### src/hdl/lems_pkg.sv
// Shared types, constants and register codes for the line exact match scanner.
package lems_pkg;

  localparam int DEF_MAX_KEY_BYTES = 32;
  localparam int KEY_STORE_BYTES   = 32;
  localparam int KEY_LEN_W         = 6;
  localparam int KEY_WORD_W        = 64;
  localparam int CFG_IDX_W         = 3;
  localparam int COUNT_W           = 32;

  localparam logic [7:0] CHAR_LF = 8'h0A;
  localparam logic [7:0] CHAR_CR = 8'h0D;

  typedef enum logic [CFG_IDX_W-1:0] {
    REG_KEY_LEN = 3'd0,
    REG_KEY_W0  = 3'd1,
    REG_KEY_W1  = 3'd2,
    REG_KEY_W2  = 3'd3,
    REG_KEY_W3  = 3'd4
  } cfg_reg_t;

  typedef struct packed {
    logic       eof;
    logic [7:0] data;
  } item_t;

  typedef struct packed {
    logic               file_done;
    logic               key_found;
    logic               record_matched;
    logic [COUNT_W-1:0] record_count;
  } res_t;

endpackage

### src/hdl/lems_cfg_regs.sv
// Key length and key byte registers written through the configuration channel.
module lems_cfg_regs
  import lems_pkg::*;
(
  input  logic                              clk,
  input  logic                              rst_n,
  input  logic                              wr_en,
  input  logic [CFG_IDX_W-1:0]              wr_idx,
  input  logic [KEY_WORD_W-1:0]             wr_data,
  output logic [KEY_LEN_W-1:0]              key_len,
  output logic [KEY_STORE_BYTES*8-1:0]      key_vec
);

  logic [KEY_LEN_W-1:0]  key_len_r;
  logic [KEY_WORD_W-1:0] key_w0_r, key_w1_r, key_w2_r, key_w3_r;

  always_ff @(posedge clk) begin
    if (!rst_n) begin
      key_len_r <= '0;
      key_w0_r  <= '0;
      key_w1_r  <= '0;
      key_w2_r  <= '0;
      key_w3_r  <= '0;
    end else if (wr_en) begin
      unique case (cfg_reg_t'(wr_idx))
        REG_KEY_LEN: begin
          key_len_r <= wr_data[KEY_LEN_W-1:0];
        end
        REG_KEY_W0: begin
          key_w0_r <= wr_data;
        end
        REG_KEY_W1: begin
          key_w1_r <= wr_data;
        end
        REG_KEY_W2: begin
          key_w2_r <= wr_data;
        end
        REG_KEY_W3: begin
          key_w3_r <= wr_data;
        end
        default: begin
        end
      endcase
    end
  end

  assign key_len = key_len_r;
  assign key_vec = {key_w3_r, key_w2_r, key_w1_r, key_w0_r};

endmodule

### src/hdl/lems_in_reg.sv
// Input register holding one accepted beat until the scan stage takes it.
module lems_in_reg
  import lems_pkg::*;
(
  input  logic  clk,
  input  logic  rst_n,
  input  logic  s_valid,
  output logic  s_ready,
  input  item_t s_item,
  input  logic  adv,
  output logic  item_vld,
  output item_t item
);

  logic  vld_r, vld_nxt;
  item_t item_r;
  logic  take;

  assign s_ready = !vld_r || adv;
  assign take    = s_valid && s_ready;

  always_comb begin
    vld_nxt = vld_r;
    if (take) begin
      vld_nxt = 1'b1;
    end else if (adv) begin
      vld_nxt = 1'b0;
    end
  end

  always_ff @(posedge clk) begin
    if (!rst_n) begin
      vld_r <= 1'b0;
    end else begin
      vld_r <= vld_nxt;
    end
  end

  always_ff @(posedge clk) begin
    if (take) begin
      item_r <= s_item;
    end
  end

  assign item_vld = vld_r;
  assign item     = item_r;

endmodule

### src/hdl/lems_core.sv
// Line state, per-byte key compare, record count and result register.
module lems_core
  import lems_pkg::*;
#(
  parameter int MAX_KEY_BYTES = DEF_MAX_KEY_BYTES
) (
  input  logic                         clk,
  input  logic                         rst_n,
  input  logic                         item_vld,
  input  item_t                        item,
  input  logic [KEY_LEN_W-1:0]         key_len,
  input  logic [KEY_STORE_BYTES*8-1:0] key_vec,
  input  logic                         res_ready,
  output logic                         adv,
  output logic                         res_vld,
  output res_t                         res
);

  localparam int POS_W = $clog2(MAX_KEY_BYTES + 2);
  localparam int CW    = (POS_W > KEY_LEN_W) ? POS_W : KEY_LEN_W;
  localparam int KIDX_W = $clog2(KEY_STORE_BYTES);

  logic [POS_W-1:0]   pos_r, pos_nxt;
  logic               mism_r, mism_nxt;
  logic               pend_r, pend_nxt;
  logic [COUNT_W-1:0] cnt_r, cnt_nxt;
  logic               latch_r, latch_nxt;
  logic               res_vld_r, res_vld_nxt;
  res_t               res_r, res_calc;
  logic               emit;

  logic [CW-1:0]      pos_w, len_w, eff_len;
  logic [KIDX_W-1:0]  kidx;
  logic [7:0]         key_byte;
  logic               hit;
  logic [COUNT_W-1:0] cnt_inc;
  logic               fire;

  assign adv  = !res_vld_r || res_ready;
  assign fire = item_vld && adv;

  assign pos_w   = CW'(pos_r);
  assign len_w   = CW'(key_len);
  assign eff_len = (len_w > CW'(MAX_KEY_BYTES)) ? CW'(MAX_KEY_BYTES) : len_w;
  assign kidx    = pos_w[KIDX_W-1:0];
  assign key_byte = (pos_w < CW'(KEY_STORE_BYTES)) ? key_vec[{kidx, 3'b000} +: 8] : 8'h00;
  assign hit     = !mism_r && (pos_w == eff_len);
  assign cnt_inc = (cnt_r == {COUNT_W{1'b1}}) ? cnt_r : cnt_r + COUNT_W'(1);

  always_comb begin
    pos_nxt   = pos_r;
    mism_nxt  = mism_r;
    pend_nxt  = pend_r;
    cnt_nxt   = cnt_r;
    latch_nxt = latch_r;
    emit      = 1'b0;
    res_calc  = '0;
    if (item.eof) begin
      emit = 1'b1;
      res_calc.file_done = 1'b1;
      if (!latch_r && pos_r != '0) begin
        res_calc.record_count   = cnt_inc;
        res_calc.record_matched = hit;
        res_calc.key_found      = hit;
      end else begin
        res_calc.record_count = cnt_r;
        res_calc.key_found    = latch_r;
      end
      pos_nxt   = '0;
      mism_nxt  = 1'b0;
      pend_nxt  = 1'b0;
      cnt_nxt   = '0;
      latch_nxt = 1'b0;
    end else if (!latch_r) begin
      pend_nxt = 1'b0;
      if (pend_r && item.data == CHAR_LF) begin
        // swallow LF of a CR LF pair
      end else if (item.data == CHAR_LF || item.data == CHAR_CR) begin
        emit      = 1'b1;
        cnt_nxt   = cnt_inc;
        latch_nxt = hit;
        pos_nxt   = '0;
        mism_nxt  = 1'b0;
        pend_nxt  = (item.data == CHAR_CR);
        res_calc.record_count   = cnt_inc;
        res_calc.record_matched = hit;
        res_calc.key_found      = hit;
      end else begin
        if (pos_w >= eff_len || key_byte != item.data) begin
          mism_nxt = 1'b1;
        end
        if (pos_w < CW'(MAX_KEY_BYTES + 1)) begin
          pos_nxt = pos_r + POS_W'(1);
        end
      end
    end
  end

  always_comb begin
    res_vld_nxt = res_vld_r;
    if (adv) begin
      res_vld_nxt = fire && emit;
    end
  end

  always_ff @(posedge clk) begin
    if (!rst_n) begin
      pos_r     <= '0;
      mism_r    <= 1'b0;
      pend_r    <= 1'b0;
      cnt_r     <= '0;
      latch_r   <= 1'b0;
      res_vld_r <= 1'b0;
    end else begin
      res_vld_r <= res_vld_nxt;
      if (fire) begin
        pos_r   <= pos_nxt;
        mism_r  <= mism_nxt;
        pend_r  <= pend_nxt;
        cnt_r   <= cnt_nxt;
        latch_r <= latch_nxt;
      end
    end
  end

  always_ff @(posedge clk) begin
    if (fire && emit) begin
      res_r <= res_calc;
    end
  end

  assign res_vld = res_vld_r;
  assign res     = res_r;

endmodule

### src/hdl/line_exact_match_scanner.sv
// Top level of the line exact match scanner: record split, key compare, count.
//
//   channel | dir | handshake               | payload
//   in_     | in  | in_tvalid / in_tready   | tdata: data_byte; tuser: command
//   out_    | out | out_tvalid / out_tready | tdata: count, matched, found, done
//   cfg_    | in  | cfg_valid / cfg_ready   | cfg_index, cfg_data
//
// One input beat per cycle while the output is not stalled; a beat waits in the
// input register; each line end or file end then registers a result for out_.
// Reset clears line state, count and key registers; cfg_ready is always high.
// A stalled output holds the result and the input register, which then drops
// in_tready once it is full.
module line_exact_match_scanner
  import lems_pkg::*;
#(
  parameter int MAX_KEY_BYTES = DEF_MAX_KEY_BYTES
) (
  input  logic                  clk,
  input  logic                  rst_n,
  input  logic                  in_tvalid,
  output logic                  in_tready,
  input  logic [7:0]            in_tdata,   // [7:0] data_byte
  input  logic                  in_tuser,   // [0] command
  output logic                  out_tvalid,
  input  logic                  out_tready,
  output logic [39:0]           out_tdata,  // [31:0] record_count, [32] record_matched,
                                            // [33] key_found, [34] file_done, [39:35] zero
  input  logic                  cfg_valid,
  output logic                  cfg_ready,
  input  logic [CFG_IDX_W-1:0]  cfg_index,
  input  logic [KEY_WORD_W-1:0] cfg_data
);

  logic [KEY_LEN_W-1:0]         key_len;
  logic [KEY_STORE_BYTES*8-1:0] key_vec;
  item_t                        s_item, item;
  logic                         item_vld;
  logic                         adv;
  res_t                         res;

  assign cfg_ready = 1'b1;
  assign s_item    = '{eof: in_tuser, data: in_tdata};

  lems_cfg_regs u_cfg (
    .clk     (clk),
    .rst_n   (rst_n),
    .wr_en   (cfg_valid && cfg_ready),
    .wr_idx  (cfg_index),
    .wr_data (cfg_data),
    .key_len (key_len),
    .key_vec (key_vec)
  );

  lems_in_reg u_in (
    .clk      (clk),
    .rst_n    (rst_n),
    .s_valid  (in_tvalid),
    .s_ready  (in_tready),
    .s_item   (s_item),
    .adv      (adv),
    .item_vld (item_vld),
    .item     (item)
  );

  lems_core #(
    .MAX_KEY_BYTES (MAX_KEY_BYTES)
  ) u_core (
    .clk       (clk),
    .rst_n     (rst_n),
    .item_vld  (item_vld),
    .item      (item),
    .key_len   (key_len),
    .key_vec   (key_vec),
    .res_ready (out_tready),
    .adv       (adv),
    .res_vld   (out_tvalid),
    .res       (res)
  );

  assign out_tdata = {5'b00000, res.file_done, res.key_found, res.record_matched,
                      res.record_count};

  a_match_sets_found: assert property (@(posedge clk) disable iff (!rst_n)
    (out_tvalid && out_tdata[32]) |-> out_tdata[33])
    else $error("record match without key_found");

  a_match_counted: assert property (@(posedge clk) disable iff (!rst_n)
    (out_tvalid && out_tdata[32]) |-> (out_tdata[31:0] != 32'd0))
    else $error("matched record with zero count");

  a_stall_blocks_input: assert property (@(posedge clk) disable iff (!rst_n)
    (item_vld && out_tvalid && !out_tready) |-> !in_tready)
    else $error("input taken while pipeline is stalled");

  a_ready_when_empty: assert property (@(posedge clk) disable iff (!rst_n)
    !item_vld |-> in_tready)
    else $error("input register empty but not ready");

endmodule
### config.mk
export PLATFORM = sky130hd
export DESIGN_NAME = line_exact_match_scanner
export DESIGN_NICKNAME = d
export VERILOG_FILES = /design/src/hdl/lems_pkg.sv /design/src/hdl/lems_cfg_regs.sv /design/src/hdl/lems_in_reg.sv /design/src/hdl/lems_core.sv /design/src/hdl/line_exact_match_scanner.sv
export SDC_FILE = /design/constraint.sdc
export NUM_CORES = 1
export LEC_CHECK = 0
export BUFFER_PORTS_ARGS = -buffer_cell sky130_fd_sc_hd__buf_2
export CAP_MARGIN = 10
export CORE_UTILIZATION = 28
export DETAILED_ROUTE_END_ITERATION = 8
export HOLD_SLACK_MARGIN = 0.08
export MAX_ROUTING_LAYER = met4
export SLEW_MARGIN = 20
export SYNTH_ARGS = -nofsm -noshare
export SYNTH_HDL_FRONTEND = slang
export SYNTH_SLANG_ARGS = --single-unit
### constraint.sdc
create_clock -name clk -period 4.82 [get_ports clk]
set_input_delay 0 -clock clk [delete_from_list [all_inputs] [get_ports clk]]
set_output_delay 0 -clock clk [all_outputs]
set_load 0.05 [all_outputs]
# After elaboration in Yosys (flattened, before gate mapping)
# Cells that the tools add are included.
# word_totals
reg_bits	349
inputBits	81
out_inout_bits	43
wordCells	104
# op_classes
add_sub_neg	2
magnitude_cmp	4
eq_ne	11
shifts	1
n_mux	39
n_reduce_logical	29
# ops
cell	n
256-bit by 9-bit variable part select with 8-bit output	1
32-bit two-way mux	6
34-bit two-way mux	4
6-bit two-way mux	6
32-bit by 1-bit adder with 32-bit output, second input constant	1
32-bit == test, second input constant	1
1-bit two-way mux	22
8-bit by 4-bit == test with 1-bit output, second input constant	2
6-bit less-than comparator, second input constant	2
2-bit AND reduction	6
4-bit AND reduction	3
8-bit two-way mux	1
8-bit inequality test	1
6-bit by 1-bit adder with 6-bit output, second input constant	1
3-bit by 2-bit == test with 1-bit output, second input constant	2
6-bit == test	1
6-bit greater-or-equal comparator	1
6-bit > comparator, second input constant	1
1-bit logical AND	6
3-bit nonzero test	2
6-bit nonzero test	1
1-bit zero test	4
1-bit logical OR	4
2-bit by 1-bit inequality test with 1-bit output, second input constant	2
other kinds (4)	5

# Logic depth before layout (Yosys ltp)
# Gate-level depths: netlist of run 1.
# logic_depth
depth_word	9
mapped_depth	11
depth_no_buf	10

# By module
# Synthesis of run 1 repeated with hierarchy kept, for this count alone.
# hier_totals
hier_cells	1585
area_unflattened_um2	16219.3
# modules_own_cells
mod	instances	cells_each	area_per_inst_um2	seq_area_each_um2
lems_cfg_regs	1	920	9546.7	5245.0
lems_core	1	643	6292.3	1891.8
lems_in_reg	1	14	327.8	290.3
line_exact_match_scanner	1	8	52.6	0.0

# Worst setup path after synthesis of run 1
# OpenSTA, ideal clock, no wires.
# synth_timing
kind	register to register
from	register u_in.item_r (netlist bit u_in.item[5])
to	register u_core.cnt_r[14]
setup_ns	0.127
arrival_time_ns	3.507
required_ns	4.693
slack_ns	1.186
stages_incl_launch_ff	9
path_buffers	1
synth_period_minus_slack_ns	3.634
cell_sequence	edfxtp_1 nor4_4 o211ai_1 o21ba_2 nor2_1 nor2b_1 clkbuf_1 o21ai_0 o31ai_1
# synth_via
elab_chain_cells	4
word_cells_on_any_way	7
classes_between	3 x eq/ne; 4 x reduce/logical
# synth_lines
item	line	text
from (decl)	lems_in_reg.sv:16	item_t item_r;
from (signal assigned)	lems_in_reg.sv:41	item_r <= s_item;
8-bit by 4-bit == test with 1-bit output (on tied branches)	lems_core.sv:76, lems_core.sv:78	
1-bit logical AND or 1-bit logical OR (tied branches)	lems_core.sv:76, lems_core.sv:78	
2-bit by 1-bit inequality test with 1-bit output (no source line) or 2-bit nonzero test (tied branches)	n/a	
4-bit AND reduction (no source line) (*)	n/a	
to (signal assigned)	lems_core.sv:120	cnt_r <= cnt_nxt;
to (decl)	lems_core.sv:26	logic [COUNT_W-1:0] cnt_r, cnt_nxt;
# Mark *: on every way between the ends. The rest lies on a longest branch, timed or not.
# A chain may end at the register's enable or synchronous reset.

==> results_dict.tcl, run 1 <==
set metrics [dict create \
    clockBufferDepth 3 \
    end_kind "flip-flop" \
    finalPower_mw 6.54 \
    syn_area_mm2 0.0167 \
    routabilityCongestion 0.928 \
    whs_path_depth 6 \
    drc 0 \
    reg2regPathDepth 8 \
    grt_pass1_wl_mm 78.6 \
    start_util_pct 28.3 \
    cts.clk_slew.worst_paths_ns 0.06 \
    crit_path_cell_trace "inv_1, ha_1, and4b_1, o21ai_1, buf_4, nand2_1, or3_1, o21ai_0" \
    hold-path-endpoint "u_cfg.key_w1_r[28]" \
    die-area_mm2 0.0607 \
    worst-setup-path-type "flip-flop to flip-flop" \
    synth_flop_cell "dfxtp_1" \
    die_x_um 246 \
    finalSetupViolations 0 \
    drtAntennaViolNets 0 \
    worst_pin_slew_ns 1.09 \
    power.density_mw_per_mm2 331 \
    cts_tree "done" \
    period_share_pct 68.8 \
    r2r_setup_slack_ns 1.50 \
    finalNetCount 2071 \
    post_drt_wl_per_cell_um 18.2 \
    synthCells 1862 \
    finalHoldViolations 0 \
    ys_ff_latch 349 \
    crit_fanout 33 \
    root_buffer "clkbuf_16" \
    p_leak_nw 6.56 \
    worst_path_max_delay_cell "dfxtp_4" \
    first_pass_iters 6 \
    grt.overflow.total 0 \
    pre_cts_ws_ns 1.54 \
    finalCriticalPeriod_ns 3.32 \
    h-tree-depth 2 \
    crit_path_start_kind "flip-flop" \
    ys_warn_count 0 \
    rows 89 \
    min_path_type "primary input to flip-flop" \
    synth-edff-count 44 \
    fin_tns_setup_ns 0 \
    dpl-instance-area_mm2 0.0177 \
    hold_path_startpoint "cfg_index[2]" \
    worstSkewPairLatency_ns 0.56 \
    area_growth_pct 18.4 \
    path_delay_family "simple AND/OR/NAND/NOR gates" \
    cts.repair.resized 0 \
    fin_cells 2783 \
    post-place-cells 2629 \
    cts_made_buffers 39 \
    drive_gt1_share_pct 13.7 \
    avgSynthCellArea_um2 8.98 \
    max_freq_mhz 301 \
    grt_setup_unrepaired "no" \
    core_mm2 0.0590 \
    final_util_pct 33.5 \
    drt-total-wl_mm 50.7 \
    setup_ws_ns 1.50 \
    ios 124 \
    design_area_mm2 0.0198 \
    path_buf_inv 2 \
    port-buffer-count 117 \
    hpwl_mm 33.7 \
    finClkSkew_ns 0.0140 \
    async_reset_ff_share_pct 0 \
    first_iter_violations 937 \
    reg2reg_to "u_core.res[11]" \
    cp.arrival_ns 3.72 \
    via_per_inst 5.04 \
    critical-path-max-stage-delay_ns 0.76 \
    drv_slew 0 \
    grt_pass1_vias 13400 \
    slew-limit-headroom_pct 27.0 \
    grt_max_degree 142 \
    clock_sinks 349 \
    status "finished, final reports clean" \
    fp.dieH_um 246 \
    critPathRequiredTime_ns 5.22 \
    maxCapViolCount 0 \
    rr_startpoint "u_core.pos_r[1]" \
    ys_types 84 \
    num_vias 14000 \
    ys_seq_area_share_pct 44.4 \
    whs_ns 0.186 \
    peakVddDrop_mv 0.235 \
    grt_util_all_layers_pct 17.1 \
    antenna_found_initial 1 \
]
## logic make-up (layout without fill, tap and decap cells)
group	Yosys count	count (layout)	share of synthesized area (%)
xor+xnor	13	13	0.681
simple gates	763	763	19.5
buf+inv	163	304	5.33
flops	349	349	44.4
compound gates	471	471	20.2
fa+ha+maj	10	10	0.748
mux	91	91	9.10
other cells	2	9	0.0449
## how the worst max path moves through the flow
| stage | from | to | slack (ns) | cells past startpoint |
|---|---|---|---|---|
| 6_report | u_core.pos_r[1] | u_core.res[11] | 1.50 | 8 |
| 2_1_floorplan | u_in.item[5] | u_core.cnt_r[14] | 1.19 | 8 |
| 3_5_place_dp | u_core.pos_r[1] | u_core.res[11] | 1.54 | 8 |
| 3_3_place_gp | u_core.pos_r[1] | u_core.res[11] | 1.58 | 8 |
| 4_1_cts | u_core.pos_r[1] | u_core.res[11] | 1.51 | 8 |
| 5_1_grt | u_core.pos_r[1] | u_core.res[11] | 1.36 | 8 |
## report_power, final
| part | total [mW] | internal (mW) | switching, mW |
|---|---|---|---|
| clock | 3.01 | 1.77 | 1.24 |
| combinational | 0.491 | 0.183 | 0.308 |
| sequential | 3.04 | 3.01 | 0.0390 |
| total | 6.54 | 4.95 | 1.59 |
## cell usage in the layout, fill, tap and decap left out, types with 10 or more instances in the layout
cell type      netlist  routed
a21boi_0           259     259
a21oi_1             33      33
a31oi_1             22      22
and3_1              19      17
buf_2               12     116
buf_4               11      24
clkbuf_16            0      39
dfxtp_1            305     301
dlygate4sd3_1        0      83
edfxtp_1            44      44
ha_1                10      10
mux2i_1             38      38
mux4_1              13      13
mux4_2              31      31
nand2_1            573     573
nand3_1             38      36
nand4_1             14      14
nor2_1              45      43
nor2b_1             19      19
o21ai_0             63      62
o31ai_1             27      27
xor2_1              11      11
## synth_stat cells, types with 10 or more instances
cell type  count  area (µm²)
mux4_1        13         342
buf_4         11        82.6
a31oi_1       22         138
clkbuf_1      98         368
a21oi_1       33         165
nor2_1        45         169
o21ai_0       63         315
mux4_2        31         698
a21boi_0     259        1940
edfxtp_1      44        1320
nand2_1      573        2150
mux2i_1       38         380
buf_6         17         191
nand4_1       14        87.6
nand3_1       38         190
nor2b_1       19         119
xor2_1        11        96.3
buf_2         12        60.1
ha_1          10         125
dfxtp_1      305        6110
o31ai_1       27         203
and3_1        19         119
## state kept, by name, indices dropped and copies added (netlist names)
signal          count
u_cfg.key_w2_r     64
u_core.latch_r      1
u_core.cnt_r       32
u_core.res         35
u_in.item_vld       1
u_core.pos_r        6
u_cfg.key_w3_r     64
u_core.pend_r       1
u_cfg.key_len       6
u_in.item           9
u_cfg.key_w0_r     64
u_core.res_vld      1
u_cfg.key_w1_r     64
u_core.mism_r       1
## worst min-delay path, cell delays in order
cell and delay, ns:
buf_2 0.10, nor2b_1 0.10, nand2_1 0.14, nor2_4 0.18, nand2_1 0.11, a21boi_0 0.06
## cell type report
class	count	area [µm²]
antenna	3	7.51
sequential	349	7430
inverter	11	41.3
tap	773	967
clock buffer	53	1100
fill	6065	39200
timing repair buffer	225	1610
multi-input combinational	1354	8440
clock inverter	15	181
## per-layer routing
| layer | wire length, µm | track usage (%) | vias to the layer above |
|---|---|---|---|
| li1 | - | - | 6727 |
| met1 | 22300 | 21.7 | 6840 |
| met2 | 24500 | 28.2 | 397 |
| met3 | 2860 | 2.65 | 66 |
| met4 | 1030 | 4.58 | 0 |
| met5 | 0 | - | - |
## repair_timing
action | 4_1_cts | 5_1_grt
setup endpoints to repair | 0 | 0
endpoints found under the hold margin | 282 | 0
hold buffers | 83 | 0
buffers inserted | 0 | 0
Power figures use the tool's default switching activity.
==> inputs of run 2 (changes only) <==
ABC_AREA = 1   (was not set)
clock period = 2.9 ns   (was 4.82 ns; I/O delays follow)
==> run 2 against run 1 <==
  * Total power grew 71%
  * Non-clock buffer count up 13
  * Worst setup slack got worse by 1.1 ns
  * Maximum frequency is 35% higher
  * Largest cell class unchanged
==> results_dict.tcl, run 2 <==
set metrics [dict create \
    status "finished, final reports clean" \
    crit_path_start_kind "flip-flop" \
    drv_slew 0 \
    post_cts_buffers 0 \
    synth_top_area_cell "dfxtp_1" \
    ys_ff_latch 349 \
    drt-total-wl_mm 53.8 \
    synthTopCellsByArea "dfxtp_1, nor2_1, o21ai_0" \
    yosysMostFrequentCell "nor2_1" \
    cts.clk_slew.worst_paths_ns 0.06 \
    first_pass_iters 6 \
    worst_pin_slew_ns 0.977 \
    hpwl_mm 35.1 \
    period_share_pct 84.5 \
    clock_sinks 349 \
    holdBufCountCts 83 \
    maxCapViolCount 0 \
    area_growth_pct 20.2 \
    end_kind "flip-flop" \
    first_iter_violations 1373 \
    design_area_mm2 0.0198 \
    finalHoldViolations 0 \
    die_x_um 244 \
    clockBufferDepth 3 \
    max_freq_mhz 408 \
    post-place-cells 3078 \
    port-buffer-count 117 \
    syn_area_mm2 0.0164 \
    cp.arrival_ns 2.86 \
    critPathRequiredTime_ns 3.31 \
    drive_gt1_share_pct 10.8 \
    fin_cells 3232 \
    n_fill_cell 6358 \
    grt.overflow.total 0 \
    cts_tree "done" \
    final_util_pct 34.1 \
    final_common_cell "nor2_1" \
    core_mm2 0.0579 \
    fin_tns_setup_ns 0 \
    cts_made_buffers 39 \
    drtAntennaViolNets 0 \
    post_drt_wl_per_cell_um 16.6 \
    grt_pass1_vias 14400 \
    worst-setup-path-type "flip-flop to flip-flop" \
    mostFrequentLayoutCells "nor2_1, o21ai_0, dfxtp_1, nand2_1, inv_1" \
    ys_seq_area_share_pct 45.2 \
    grt_pass1_wl_mm 84.0 \
    grt_max_degree 175 \
    rows 88 \
    synth_flop_cell "dfxtp_1" \
    cts.repair.resized 0 \
    antenna_found_initial 6 \
    dpl-instance-area_mm2 0.0177 \
    finalSetupViolations 0 \
    root_buffer "clkbuf_16" \
    grt_setup_unrepaired "no" \
    via_per_inst 4.79 \
    avgSynthCellArea_um2 7.13 \
    async_reset_ff_share_pct 0 \
    p_leak_nw 7.87 \
    finClkSkew_ns 0.0139 \
    num_vias 15500 \
    ys_warn_count 0 \
    synth_top_area_share_pct 37.1 \
    die-area_mm2 0.0597 \
    crit_fanout 72 \
    synth-edff-count 44 \
    start_util_pct 28.4 \
    finalCriticalPeriod_ns 2.45 \
    min_path_type "primary input to flip-flop" \
    grt_util_all_layers_pct 18.4 \
    h-tree-depth 2 \
    fp.dieH_um 244 \
    drc 0 \
    finalNetCount 2528 \
    slew-limit-headroom_pct 34.9 \
    worstSkewPairLatency_ns 0.56 \
    ios 124 \
    routabilityCongestion 0.897 \
    ys_types 48 \
    power.density_mw_per_mm2 565 \
    synthCells 2307 \
    peakVddDrop_mv 0.363 \
    synth_commonest_cells "nor2_1, o21ai_0, dfxtp_1, nand2_1, inv_1" \
]
run 2: cell families after synthesis:
logic type | Yosys count | synth area share (%)
DFF | 349 | 45.2
muxes | 1 | 0.0609
adders and majority gates | 10 | 0.761
other | 2 | 0.0457
xor gates and xnor gates | 22 | 1.22
and+or+nand+nor | 959 | 24.6
buffers and inverters | 360 | 8.86
AOI/OAI and AO/OA | 604 | 19.3
run 2: area by class of cell:
type,instances,area [µm²],share of cell area [%]
multi-input cells,1602,7610,38.5
flip-flops and latches,349,7430,37.6
repair buffers,238,1770,8.95
clock buffers,61,1150,5.81
well taps,765,957,4.84
inverters,207,781,3.95
clock inverters,5,67.6,0.342
diodes,5,12.5,0.0633
run 2: where the power goes:
part           switching (mW)  internal (mW)  leakage, nW
clock                    2.02           2.81        0.595
sequential             0.0631           5.04         2.90
combinational           0.851          0.399         4.38
run 2: critical path: stages, from the launching register on:
cell     delay (ns)
dfxtp_4        0.39
buf_12         0.30
nor2_1         0.09
nor2_1         0.08
o21ai_0        0.10
a21oi_1        0.49
nor2_1         0.11
nand2_1        0.11
nand3_1        0.07
nand2_1        0.06
nand2_1        0.04
nor2_1         0.12
nand3_1        0.13
nand2_1        0.10
a21oi_1        0.06
run 2: final timing paths:
| kind | from | to | slack [ns] | depth (start not counted) |
|---|---|---|---|---|
| hold / removal | in_tuser | u_in.item[8] | 0.16 | 2 |
| hold reg to reg | u_cfg.key_w2_r[38] | u_cfg.key_w2_r[38] | 0.44 | 2 |
| setup / recovery | u_core.pos_r[0] | u_core.mism_r | 0.45 | 14 |
| setup reg to reg | u_core.pos_r[0] | u_core.mism_r | 0.45 | 14 |
run 2: routing by layer:
metal | GRT usage, % | up-vias | share of wire [%]
met5 | - | - | 0
met4 | 5.57 | 0 | 2.4
met3 | 3.03 | 72 | 6.0
met2 | 28.1 | 413 | 44
met1 | 24.9 | 7206 | 47
li1 | - | 7803 | -
run 2: per-stage QoR:
step	total power [mW]	worst slack, ns	hold slack [ns]
global route	11.6	0.116	0.151
detailed placement	6.36	0.500	0.179
global placement	6.36	0.546	0.177
CTS	11.3	0.503	0.125
floorplan	5.94	0.739	0.0989
finish	11.2	0.450	0.160
